File: src/rtl/ugp_pkg.sv
// ugp_pkg: shared types, codes and constants for the hid gamepad endpoint
// holds the report descriptor rom as a constant table
// no dependencies
package ugp_pkg;

    // pad geometry
    localparam int NUM_AXES      = 4;
    localparam int NUM_BUTTONS   = 12;
    localparam logic [3:0] HAT_NULL_CODE = 4'd8;
    localparam int MAX_PACKET    = 8;

    // reply sizing
    localparam int REPORT_LEN    = 6;
    localparam int DESC_LEN      = 66;
    localparam int PKT_BYTES     = (MAX_PACKET < 8) ? MAX_PACKET : 8;
    localparam int IDX_W         = $clog2(PKT_BYTES);

    localparam logic [7:0] AXIS_CENTER      = 8'h80;
    localparam logic [7:0] DESC_TYPE_REPORT = 8'h22;
    localparam logic [3:0] ENDPOINT_PAD     = 4'd1;

    // item tdata width, padded to whole bytes
    localparam int IN_DATA_W     = 96;
    localparam int IN_USER_W     = 3;
    localparam int OUT_DATA_W    = 8;
    localparam int OUT_USER_W    = 4;

    typedef enum logic [2:0] {
        FN_SET_PAD     = 3'd0,
        FN_IN_TOKEN    = 3'd1,
        FN_GET_REPORT  = 3'd2,
        FN_GET_IDLE    = 3'd3,
        FN_SET_IDLE    = 3'd4,
        FN_REPORT_DESC = 3'd5,
        FN_BUS_RESET   = 3'd6,
        FN_OTHER       = 3'd7
    } t_func;

    typedef enum logic [1:0] {
        ST_OK    = 2'd0,
        ST_NAK   = 2'd1,
        ST_STALL = 2'd2
    } t_status;

    typedef logic [7:0] t_byte;

    // one decoded input word
    typedef struct packed {
        t_func                     func;
        logic [3:0][7:0]           axes;
        logic [7:0]                hat;
        logic [15:0]               buttons;
        logic [3:0]                endpoint;
        logic [7:0]                value_high;
        logic [15:0]               req_length;
        logic [6:0]                req_offset;
    } t_item;

    // reply plan for one item: up to PKT_BYTES output words
    typedef struct packed {
        t_status                   status;
        logic                      data_valid;
        logic                      wake;
        logic [IDX_W-1:0]          last_idx;
        logic [PKT_BYTES-1:0][7:0] bytes;
    } t_plan;

    localparam t_byte DESC_ROM [DESC_LEN] = '{
        8'h05, 8'h01, 8'h09, 8'h05, 8'ha1, 8'h01, 8'ha1, 8'h00,
        8'h09, 8'h30, 8'h09, 8'h31, 8'h09, 8'h32, 8'h09, 8'h35,
        8'h15, 8'h00, 8'h26, 8'hff, 8'h00, 8'h75, 8'h08, 8'h95,
        8'h04, 8'h81, 8'h02,
        8'h09, 8'h39, 8'h15, 8'h00, 8'h25, 8'h07, 8'h35, 8'h00,
        8'h46, 8'h3b, 8'h01, 8'h65, 8'h14, 8'h75, 8'h04, 8'h95,
        8'h01, 8'h81, 8'h42,
        8'h65, 8'h00, 8'h05, 8'h09, 8'h19, 8'h01, 8'h29, 8'h0c,
        8'h15, 8'h00, 8'h25, 8'h01, 8'h75, 8'h01, 8'h95, 8'h0c,
        8'h81, 8'h02, 8'hc0, 8'hc0
    };

    // descriptor byte lookup, zero past the end
    function automatic t_byte desc_byte(input logic [7:0] addr);
        t_byte b;
        b = 8'h00;
        if (int'(addr) < DESC_LEN) begin
            b = DESC_ROM[addr[6:0]];
        end
        return b;
    endfunction

endpackage

File: src/rtl/ugp_reply.sv
// ugp_reply: pad state, idle rate and reply decode for one item
// depends on ugp_pkg
module ugp_reply (
    input  logic           i_clk,
    input  logic           i_rst_n,
    input  logic           i_load,
    input  ugp_pkg::t_item i_item,
    output ugp_pkg::t_plan o_plan
);
    import ugp_pkg::*;

    logic [NUM_AXES-1:0][7:0] r_axis, n_axis;
    logic [3:0]               r_hat, n_hat;
    logic [NUM_BUTTONS-1:0]   r_buttons, n_buttons;
    logic                     r_changed, n_changed;
    logic [7:0]               r_idle, n_idle;

    logic [3:0]               hat_clamped;
    logic [NUM_BUTTONS-1:0]   btn_masked;
    logic                     pad_diff;
    logic [11:0]              btn_report;
    logic [6:0]               desc_total;
    logic [6:0]               desc_remain;
    logic                     desc_empty;
    logic [IDX_W-1:0]         desc_last;
    t_plan                    plan;

    // pad compare, report and descriptor window
    always_comb begin
        hat_clamped = (i_item.hat > 8'(HAT_NULL_CODE)) ? HAT_NULL_CODE : i_item.hat[3:0];
        btn_masked  = i_item.buttons[NUM_BUTTONS-1:0];
        pad_diff    = (hat_clamped != r_hat) || (btn_masked != r_buttons);
        for (int i = 0; i < NUM_AXES; i++) begin
            if (i_item.axes[i] != r_axis[i]) begin
                pad_diff = 1'b1;
            end
        end
        btn_report  = 12'(r_buttons);

        desc_total  = (i_item.req_length > 16'(DESC_LEN)) ? 7'(DESC_LEN)
                                                          : i_item.req_length[6:0];
        desc_empty  = i_item.req_offset >= desc_total;
        desc_remain = desc_total - i_item.req_offset;
        desc_last   = (desc_remain > 7'(PKT_BYTES)) ? IDX_W'(PKT_BYTES - 1)
                                                    : IDX_W'(desc_remain - 7'd1);
    end

    // reply plan and next state
    always_comb begin
        plan            = '0;
        plan.status     = ST_OK;
        n_axis          = r_axis;
        n_hat           = r_hat;
        n_buttons       = r_buttons;
        n_changed       = r_changed;
        n_idle          = r_idle;

        case (i_item.func)
            FN_SET_PAD: begin
                if (pad_diff) begin
                    n_axis    = i_item.axes[NUM_AXES-1:0];
                    n_hat     = hat_clamped;
                    n_buttons = btn_masked;
                    n_changed = 1'b1;
                    plan.wake = 1'b1;
                end
            end
            FN_IN_TOKEN, FN_GET_REPORT: begin
                if (i_item.func == FN_IN_TOKEN && i_item.endpoint != ENDPOINT_PAD) begin
                    plan.status = ST_STALL;
                end else if (i_item.func == FN_IN_TOKEN && !r_changed) begin
                    plan.status = ST_NAK;
                end else if (i_item.func == FN_GET_REPORT &&
                             i_item.req_length < 16'(REPORT_LEN)) begin
                    plan.status = ST_OK;
                end else begin
                    plan.data_valid = 1'b1;
                    plan.last_idx   = IDX_W'(REPORT_LEN - 1);
                    for (int i = 0; i < 4; i++) begin
                        plan.bytes[i] = (i < NUM_AXES) ? r_axis[i] : AXIS_CENTER;
                    end
                    plan.bytes[4] = {btn_report[3:0], r_hat};
                    plan.bytes[5] = btn_report[11:4];
                    n_changed     = 1'b0;
                end
            end
            FN_GET_IDLE: begin
                plan.data_valid = 1'b1;
                plan.bytes[0]   = r_idle;
            end
            FN_SET_IDLE: begin
                n_idle = i_item.value_high;
            end
            FN_REPORT_DESC: begin
                if (i_item.value_high != DESC_TYPE_REPORT) begin
                    plan.status = ST_STALL;
                end else if (!desc_empty) begin
                    plan.data_valid = 1'b1;
                    plan.last_idx   = desc_last;
                    for (int i = 0; i < PKT_BYTES; i++) begin
                        plan.bytes[i] = desc_byte({1'b0, i_item.req_offset} + 8'(i));
                    end
                end
            end
            FN_BUS_RESET: begin
                for (int i = 0; i < NUM_AXES; i++) begin
                    n_axis[i] = AXIS_CENTER;
                end
                n_hat     = HAT_NULL_CODE;
                n_buttons = '0;
                n_changed = 1'b1;
            end
            default: begin
                plan.status = ST_STALL;
            end
        endcase
    end

    assign o_plan = plan;

    // pad state, updated when the item is taken into the reply stage
    always_ff @(posedge i_clk) begin
        if (!i_rst_n) begin
            for (int i = 0; i < NUM_AXES; i++) begin
                r_axis[i] <= AXIS_CENTER;
            end
            r_hat     <= HAT_NULL_CODE;
            r_buttons <= '0;
            r_changed <= 1'b1;
            r_idle    <= 8'h00;
        end else if (i_load) begin
            r_axis    <= n_axis;
            r_hat     <= n_hat;
            r_buttons <= n_buttons;
            r_changed <= n_changed;
            r_idle    <= n_idle;
        end
    end

endmodule

File: src/rtl/usb_hid_gamepad_endpoint.sv
// usb_hid_gamepad_endpoint: hid gamepad function side, stream in and out
// the input register feeds the reply register when that is free; throughput: one input word
// per cycle when replies are single words and the output is not stalled; an item with
// n reply words (report 6, descriptor up to 8) holds the reply stage until all are taken
// reset: synchronous active-low, clears pipeline valids and restores pad state
// depends on ugp_pkg, ugp_reply
module usb_hid_gamepad_endpoint (
    input  logic                           i_clk,
    input  logic                           i_rst_n,
    input  logic                           s_axis_tvalid,
    output logic                           s_axis_tready,
    // axis_x, axis_y, axis_z, axis_rz, hat_in, buttons_in, endpoint_num,
    // value_high, req_length, req_offset, zero fill
    input  logic [ugp_pkg::IN_DATA_W-1:0]  s_axis_tdata,
    // func
    input  logic [ugp_pkg::IN_USER_W-1:0]  s_axis_tuser,
    output logic                           m_axis_tvalid,
    input  logic                           m_axis_tready,
    // data_byte
    output logic [ugp_pkg::OUT_DATA_W-1:0] m_axis_tdata,
    // status, data_valid, wake_request
    output logic [ugp_pkg::OUT_USER_W-1:0] m_axis_tuser,
    output logic                           m_axis_tlast
);
    import ugp_pkg::*;

    logic             r_in_valid;
    t_item            r_in;
    logic             r_plan_valid;
    t_plan            r_plan;
    logic [IDX_W-1:0] r_idx;

    t_item            in_item;
    t_plan            plan;
    logic             in_take;
    logic             out_take;
    logic             plan_done;
    logic             plan_free;
    logic             load;

    // unpack the input word
    always_comb begin
        in_item.func       = t_func'(s_axis_tuser);
        in_item.axes[0]    = s_axis_tdata[7:0];
        in_item.axes[1]    = s_axis_tdata[15:8];
        in_item.axes[2]    = s_axis_tdata[23:16];
        in_item.axes[3]    = s_axis_tdata[31:24];
        in_item.hat        = s_axis_tdata[39:32];
        in_item.buttons    = s_axis_tdata[55:40];
        in_item.endpoint   = s_axis_tdata[59:56];
        in_item.value_high = s_axis_tdata[67:60];
        in_item.req_length = s_axis_tdata[83:68];
        in_item.req_offset = s_axis_tdata[90:84];
    end

    // handshake between input register and reply stage
    assign out_take      = m_axis_tvalid && m_axis_tready;
    assign plan_done     = out_take && (r_idx == r_plan.last_idx);
    assign plan_free     = !r_plan_valid || plan_done;
    assign load          = r_in_valid && plan_free;
    assign s_axis_tready = !r_in_valid || plan_free;
    assign in_take       = s_axis_tvalid && s_axis_tready;

    ugp_reply u_reply (
        .i_clk   (i_clk),
        .i_rst_n (i_rst_n),
        .i_load  (load),
        .i_item  (r_in),
        .o_plan  (plan)
    );

    // input register
    always_ff @(posedge i_clk) begin
        if (!i_rst_n) begin
            r_in_valid <= 1'b0;
        end else begin
            r_in_valid <= in_take || (r_in_valid && !load);
        end
        if (in_take) begin
            r_in <= in_item;
        end
    end

    // reply register and word counter
    always_ff @(posedge i_clk) begin
        if (!i_rst_n) begin
            r_plan_valid <= 1'b0;
            r_idx        <= '0;
        end else begin
            r_plan_valid <= load || (r_plan_valid && !plan_done);
            if (load) begin
                r_idx <= '0;
            end else if (out_take) begin
                r_idx <= r_idx + 1'b1;
            end
        end
        if (load) begin
            r_plan <= plan;
        end
    end

    // output word
    assign m_axis_tvalid = r_plan_valid;
    assign m_axis_tdata  = r_plan.bytes[r_idx];
    assign m_axis_tlast  = (r_idx == r_plan.last_idx);
    assign m_axis_tuser  = {r_plan.wake, r_plan.data_valid, r_plan.status};

endmodule

File: config.mk
export PLATFORM = sky130hd
export DESIGN_NAME = usb_hid_gamepad_endpoint
export DESIGN_NICKNAME = d
export VERILOG_FILES = /design/src/rtl/ugp_pkg.sv /design/src/rtl/ugp_reply.sv /design/src/rtl/usb_hid_gamepad_endpoint.sv
export SDC_FILE = /design/constraint.sdc
export NUM_CORES = 1
export LEC_CHECK = 0
export ABC_AREA = 1
export BUFFER_PORTS_ARGS = -buffer_cell sky130_fd_sc_hd__buf_4
export CAP_MARGIN = 25
export CORE_AREA = 3 3 141 197
export CTS_CLUSTER_DIAMETER = 40
export DETAILED_ROUTE_END_ITERATION = 8
export DIE_AREA = 0 0 144 200
export HOLD_SLACK_MARGIN = 0.03
export PLACE_DENSITY = 0.81
export SLEW_MARGIN = 15
export SYNTH_ARGS = -nofsm -noshare
export SYNTH_HDL_FRONTEND = slang
export SYNTH_SLANG_ARGS = --single-unit
export TNS_END_PERCENT = 50
File: constraint.sdc
create_clock -name i_clk -period 4.6 [get_ports i_clk]
set_input_delay 0.69 -clock i_clk [delete_from_list [all_inputs] [get_ports i_clk]]
set_output_delay 0.69 -clock i_clk [all_outputs]
set_load 0.03 [all_outputs]
==> results by group, run 1 <==
Status
  – Outcome: finished, final reports clean

Clock network
  – Total CTS buffers: 24
  – Hold Buf Count CTS: 0
  – Post-cts sizing count: 0
  – Clk root buf: clkbuf_16
  – Clk slew on worst S/H paths: around 70 ps
  – Clk sinks: 223
  – CTS tree: done
  – Clock buffer depth: 3
  – Setup Buffers After CTS: 0
  – Skew-Pair Late Insertion Delay: 530 ps
  – H-tree Lvls: 1

Worst setup path
  – Startpoint type of the worst setup path: register
  – FF-to-FF Start: r_in[20]
  – R2r endpoint: r_plan[34]
  – Crit. Startpoint: r_in[20]
  – Worst path required time: 4970 ps
  – Reg-to-reg setup timing slack: 1060 ps
  – R2r worst-path depth: 17
  – CP max FO: 7
  – Crit Path Class: register to register
  – Worst Setup End Kind: register
  – Worst path arrival time: a little under 4000 ps

Placement
  – IO buf count: 108
  – Dpl hpwl: a little over 40 mm
  – Placer Congestion: ~1.1
  – Place WS: roughly 1300 ps

STA
  – Final Setup Violations: 0
  – Fin. Hold Viols: 0
  – RSZ-0062 raised after global routing: false
  – Final Cycle Share: between 70 and 80%
  – Setup TNS: 0 ps
  – Post-route setup slack: 1062 ps
  – Tightest Pin Transition: about 830 ps
  – Slew Limit Fails: 0
  – WHS: 330.3 ps
  – Max Freq: 0.2827 GHz
  – Slew margin rel.: between 40% and 50%
  – Fin crit period: 3538 ps
  – Setup Skew: between 10 and 15 ps

GRT
  – Pin count of the biggest net entering global routing: 51
  – Total global routing overflow: 0
  – All-Layer GR Usage: about two fifths
  – Vias in the first global route: ~16000
  – Initial antenna violation count: 0
  – First-pass GRT wire length: 87.33 mm

Synth
  – Most common cell in the netlist: nand2_1
  – Syn nets: around 2400
  – Synth top cells by count: nand2_1, nor2_1, inv_1, o21ai_0, edfxtp_1
  – Mapped Area: about 0.016 mm2
  – Mapped Cells: 2288
  – Synth Area per Inst: approximately 7.1 um2
  – Top cells by area, synth: edfxtp_1, nand2_1, dfxtp_1
  – Synth area leader: edfxtp_1
  – Sequential area share after synthesis: 37.63%
  – Yosys cell types: between 60 and 70
  – FFs w/ async S/R, synth: 0%
  – Synth top area share: between 20% and 30%
  – Yosys Warn Count: 0
  – Number of synthesized register bits: around 220
  – Ys flop type: edfxtp_1
  – Post-synth EDFFs: between 150 and 200

Routing
  – Pre-antenna DRT Iters: 6
  – WL final: roughly 57 mm
  – # DRC: 0
  – DR vias: between 15000 and 20000
  – Post-route ant nets: 0
  – Drt wl/cell: between 20 and 25 um
  – 1st-iter DRT viols: 2396
  – Vias per cell: ~6.3

Cells and area
  – Final net count: ~2500
  – Number of fill cells: about 2200
  – Area growth, synth to finish: 11.38%
  – Share of cells above drive strength 1: 12.36%
  – Number of antenna cells inserted: 0

Floorplan
  – Initial Utilization: 61.66%
  – Row count: 70
  – Core area: ~0.026 mm2
  – Die H: around 200 um
  – Die ar.: between 0.02 and 0.03 mm2
  – # IOs: approximately 120
  – Die X: about 140 um

Power and ir drop
  – P_int: between 3 and 4 mW
  – Power per cell area: between 300 and 400 mW/mm2
  – Psw: ~1.9 mW
  – Sequential share of power: 41.0%
  – Clock power share: between 30 and 40%
  – Pleak: between 7 and 8 nW
  – Sw Share: between 30% and 40%
  – Gate power share: between 20 and 30%
  – Peak supply drop: ~410 uV

Hold path
  – Hold Crit Class: input pin to register
  – WHS Endpoint: r_in[59]
  – Hold Crit Depth: 1
  – Min-delay src: s_axis_tdata[0]

Flow run
  – Maxcap violations: 0
logic make-up after synthesis:
family	synth area share, %
adder cells (fa/ha/maj)	2.758
flip-flops	37.63
AND/OR/NAND/NOR	30.33
AO/OA/AOI/OAI	16.88
buffers and inverters	9.980
XOR/XNOR	2.417
critical path, cell delays in order (launching register included):
cell and delay, ps:
edfxtp_1 370, nor2_1 110, nand2_1 60, nor2_1 230, nand2_1 170, nor2_1 200
inv_1 70, ha_1 300, nand3_1 80, nand2_1 130, nand2_1 70, o211ai_1 110
nand3_2 210, nor2_4 240, inv_1 180, nor2_2 370, nand4_1 300, o21ai_0 170
state kept, by name, summed over array words and instances (netlist names):
name / flops
u_reply.r_idle: 8
r_in_valid: 1
u_reply.r_changed: 1
u_reply.r_axis: 32
r_in: 90
r_plan: 67
m_axis_tvalid: 1
r_idx: 3
u_reply.r_hat: 4
u_reply.btn_report: 12
m_axis_tuser: 4
worst max path at each step:
stage | to | depth (start not counted) | slack, ps
5_1_grt | r_plan[34] | 17 | 830
2_1_floorplan | r_in[0] | 8 | 850
3_5_place_dp | r_plan[34] | 17 | 1260
3_3_place_gp | r_plan[50] | 15 | 1300
4_1_cts | m_axis_tdata[6] | 6 | 1160
6_report | r_plan[34] | 17 | 1060
per-stage QoR:
| step | instances | utilization (%) | power, mW | instance area (um2) |
|---|---|---|---|---|
| 3_5_place_dp | 2658 | 65.66 | 3.811 | 17190 |
| 2_1_floorplan | 2288 | - | 3.355 | 16150 |
| 4_1_cts | 2702 | 68.68 | 5.700 | 17990 |
| 6_report | 2702 | 68.68 | 5.745 | 17990 |
| 5_1_grt | 2702 | 68.68 | 5.968 | 17990 |
| 3_3_place_gp | 2657 | 65.55 | 3.796 | 17170 |
layout make-up:
class	instances	area, um2	area share [%]
clock buffer	34	700.7	3.896
clock inverter	10	91.34	0.5078
inverter	245	933.4	5.190
multi-input combinational	1693	8461	47.04
sequential	223	6076	33.78
tap	324	405.4	2.254
timing repair buffer	173	1319	7.332
power groups by stage:
stage               registers (mW)  logic [mW]  clock network [mW]
floorplan                     2.37       0.987                   0
global placement              2.39        1.41                   0
detailed placement            2.39        1.42                   0
CTS                           2.35        1.43                1.92
global route                  2.36        1.61                2.00
finish                        2.35        1.48                1.91
metal layers:
metal  part of all wire, %  global-route usage [%]
met2                    46                   62.44
met3                    10                   6.983
met5                     0                       0
met1                    35                   46.87
met4                   9.1                   27.81
placed cells by master, fill, tap and decap left out, types with 4 or more instances in the layout:
cell type | Yosys | final
o21ai_0 | 196 | 196
edfxtp_1 | 161 | 161
o22ai_1 | 27 | 27
o31ai_1 | 7 | 7
o2111ai_1 | 4 | 4
clkinv_1 | 4 | 5
nand4_1 | 53 | 53
o21ai_2 | 7 | 7
nand3_1 | 144 | 144
o211ai_1 | 39 | 39
xor2_2 | 6 | 6
inv_1 | 216 | 213
a211oi_1 | 5 | 5
a31oi_1 | 17 | 17
inv_4 | 2 | 4
clkinv_2 | 2 | 6
nor2_1 | 294 | 294
inv_2 | 20 | 21
clkbuf_1 | 55 | 6
nand2_1 | 601 | 601
ha_1 | 34 | 34
nand2_2 | 10 | 10
o21ai_1 | 28 | 28
xor2_1 | 20 | 20
dfxtp_1 | 62 | 62
nor3_1 | 27 | 27
buf_4 | 13 | 172
xnor2_1 | 4 | 4
o221ai_1 | 13 | 13
clkbuf_16 | 0 | 26
a22oi_1 | 4 | 4
nor2_4 | 6 | 6
a21oi_1 | 101 | 101
nand3_2 | 5 | 5
Power figures use the tool's default switching activity.
==> inputs of run 2 (changes only) <==
ABC_AREA = 0   (was 1)
CORE_AREA = 3 3 138 193   (was 3 3 141 197)
DIE_AREA = 0 0 141 196   (was 0 0 144 200)
clock period = 3.4 ns   (was 4.6 ns; I/O delays follow)
==> results by group, run 2 <==
Cells and area
  – Max reg flops: 90
  – Regs by FF count: r_in x90, r_plan x67, u_reply.r_axis x32
  – Final net count: 1953
  – Most common cell after layout, fill and taps aside: buf_4
  – Top reg by flops: r_in
  – Commonest cells after routing, fill and taps aside: buf_4, nand2_1, edfxtp_1
  – Fin cells: around 2200
  – Area growth, synth to finish: 18.33%
  – Number of antenna cells inserted: 0
  – Share of cells above drive strength 1: between 20 and 25%

Synth
  – Synth top cells by count: nand2_1, edfxtp_1, o21ai_0, nor2_1, a21oi_1
  – Mapped Cells: 1712
  – Syn nets: about 1900
  – Number of synthesized register bits: roughly 220
  – Ys flop type: edfxtp_1
  – Yosys cell types: 77
  – Most common cell in the netlist: nand2_1
  – Synth Area per Inst: around 9.0 um2
  – Post-synth EDFFs: 161
  – Sequential area share after synthesis: roughly 39%
  – FFs w/ async S/R, synth: 0%
  – Synth area leader: edfxtp_1
  – Top cells by area, synth: edfxtp_1, dfxtp_1, o21ai_0
  – Synth top area share: a little under a third
  – Mapped Area: 0.01539 mm2
  – Yosys Warn Count: 0

Routing
  – WL final: 56.10 mm
  – Vias per cell: 7.042
  – M1 WL: around 19 mm
  – DR vias: 15140
  – Pre-antenna DRT Iters: 6
  – Post-route ant nets: 0
  – 1st-iter DRT viols: between 1500 and 2000
  – Met3 Wirelength: 5.633 mm
  – Drt wl/cell: ~26 um
  – DR top layer: met4
  – # DRC: 0
  – Routed wl met2: approximately 27 mm

Status
  – Outcome: finished, final reports clean

Floorplan
  – Initial Utilization: a little over 60%
  – Die H: a little under 200 um
  – # IOs: 118
  – Die ar.: 0.02764 mm2
  – Die X: around 140 um
  – Row count: 68
  – Core area: about 0.025 mm2

Clock network
  – Clk sinks: ~220
  – Clk root buf: clkbuf_16
  – CTS tree: done
  – Clock buffer depth: 3
  – Total CTS buffers: 26
  – H-tree Lvls: 1
  – Skew-Pair Late Insertion Delay: approximately 550 ps
  – Clk slew on worst S/H paths: roughly 70 ps

STA
  – RSZ-0062 raised after global routing: true
  – Fin crit period: approximately 3300 ps
  – Final Cycle Share: between 90% and 100%
  – Tightest Pin Transition: just under 900 ps
  – WHS: 130.7 ps
  – Slew Limit Fails: 0
  – Max Freq: slightly above 0.3 GHz
  – Slew margin rel.: roughly two fifths
  – Setup Skew: between 15 and 20 ps
  – Setup TNS: 0 ps
  – Post-route setup slack: around 90 ps
  – Final Setup Violations: 0
  – Fin. Hold Viols: 0

Placement
  – Place WS: -120.0 ps
  – IO buf count: ~110
  – Dpl hpwl: roughly 39 mm
  – Placer Congestion: 1.010
  – Cells after DPL: 2100

Worst setup path
  – Worst path required time: 3700 ps
  – Reg-to-reg setup timing slack: between 90 and 100 ps
  – Worst path arrival time: approximately 3600 ps
  – Startpoint type of the worst setup path: register
  – Crit Path Class: register to register
  – CP max FO: 8
  – Worst Setup End Kind: register

GRT
  – Total global routing overflow: 0
  – Vias in the first global route: ~14000
  – Pin count of the biggest net entering global routing: ~90
  – First-pass GRT wire length: between 80 and 90 mm
  – Initial antenna violation count: 0
  – All-Layer GR Usage: between 30% and 40%

Flow run
  – Maxcap violations: 0

Power and ir drop
  – Peak supply drop: 468.5 uV
  – Power per cell area: around 430 mW/mm2
  – Pleak: roughly 7 nW

Hold path
  – Hold Crit Class: input pin to register
[run 2: changes by cell type in the layout (fill, tap and decap cells not counted), sizes merged, moves of 25 or more]
cell / before / now
nand4: 53 / 18
nor2: 305 / 131
o21ai: 232 / 147
mux4: 0 / 25
a211oi: 5 / 32
xnor2: 4 / 50
nand3: 150 / 40
a21oi: 105 / 130
a22o: 0 / 52
inv: 242 / 36
buf: 173 / 241
nand2: 614 / 184
[run 2: through the flow]
step,power (mW),utilization (%),instance area [um2]
after detailed placement,5.093,68.56,17090
after floorplan,4.370,-,15420
after CTS,7.811,72.18,17990
final,7.881,73.07,18220
after global routing,8.138,73.07,18220
after global placement,5.068,68.56,17090
[run 2: final cells by class]
class | instances | area (um2)
clock buffer | 33 | 718.2
sequential | 223 | 6076
fill | 1791 | 6714
tap | 315 | 394.1
clock inverter | 15 | 151.4
inverter | 35 | 135.1
timing repair buffer | 242 | 1976
multi-input combinational | 1287 | 8765
[run 2: worst max-delay path, stage by stage (launching register included)]
cell and delay, ps:
edfxtp_1 380, nor4_2 270, nand3_1 150, a21oi_2 120, buf_4 140, and2_1 160
ha_4 210, a21o_1 190, a21oi_2 180, o21ai_2 100, a221oi_2 250, or3_4 210
clkbuf_16 180, nor2_1 50, buf_4 160, a221o_1 290
[run 2: layer usage]
layer / up-vias / track usage [%]
li1: 6683 / -
met5: - / 0
met1: 7129 / 48.02
met3: 245 / 6.437
met2: 1084 / 63.85
met4: 0 / 24.52
[run 2: kinds of logic (layout without fill, tap and decap cells)]
| group | Yosys count | count (layout) | share of synthesized area (%) |
|---|---|---|---|
| AO/OA/AOI/OAI | 594 | 594 | 25.71 |
| AND/OR/NAND/NOR | 498 | 498 | 14.83 |
| flip-flops | 223 | 223 | 39.47 |
| buffers and inverters | 202 | 325 | 5.429 |
| XOR/XNOR | 103 | 103 | 5.860 |
| multiplexers | 57 | 57 | 5.803 |
| adder cells (fa/ha/maj) | 35 | 35 | 2.894 |
[run 2: worst paths after layout]
kind / from / end / cells after the start
worst min register to register: u_reply.r_axis[31] / u_reply.r_axis[31] / 2
worst min-delay path: s_axis_tdata[3] / r_in[62] / 1
worst max-delay path: r_in[15] / r_plan[31] / 15
worst max register to register: r_in[15] / r_plan[31] / 15
[run 2: what timing repair did]
action	in CTS	in global routing
endpoints found under the setup margin	30	55
resized for setup	12	43
buffers inserted	0	1
gates cloned	0	1
hold buffers	0	0
pin swaps	2	12
[run 2: report_power, final]
part	internal, mW	switching (mW)
clock network	1.55	1.19
logic	0.750	1.27
registers	3.04	0.0846
total	5.33	2.55
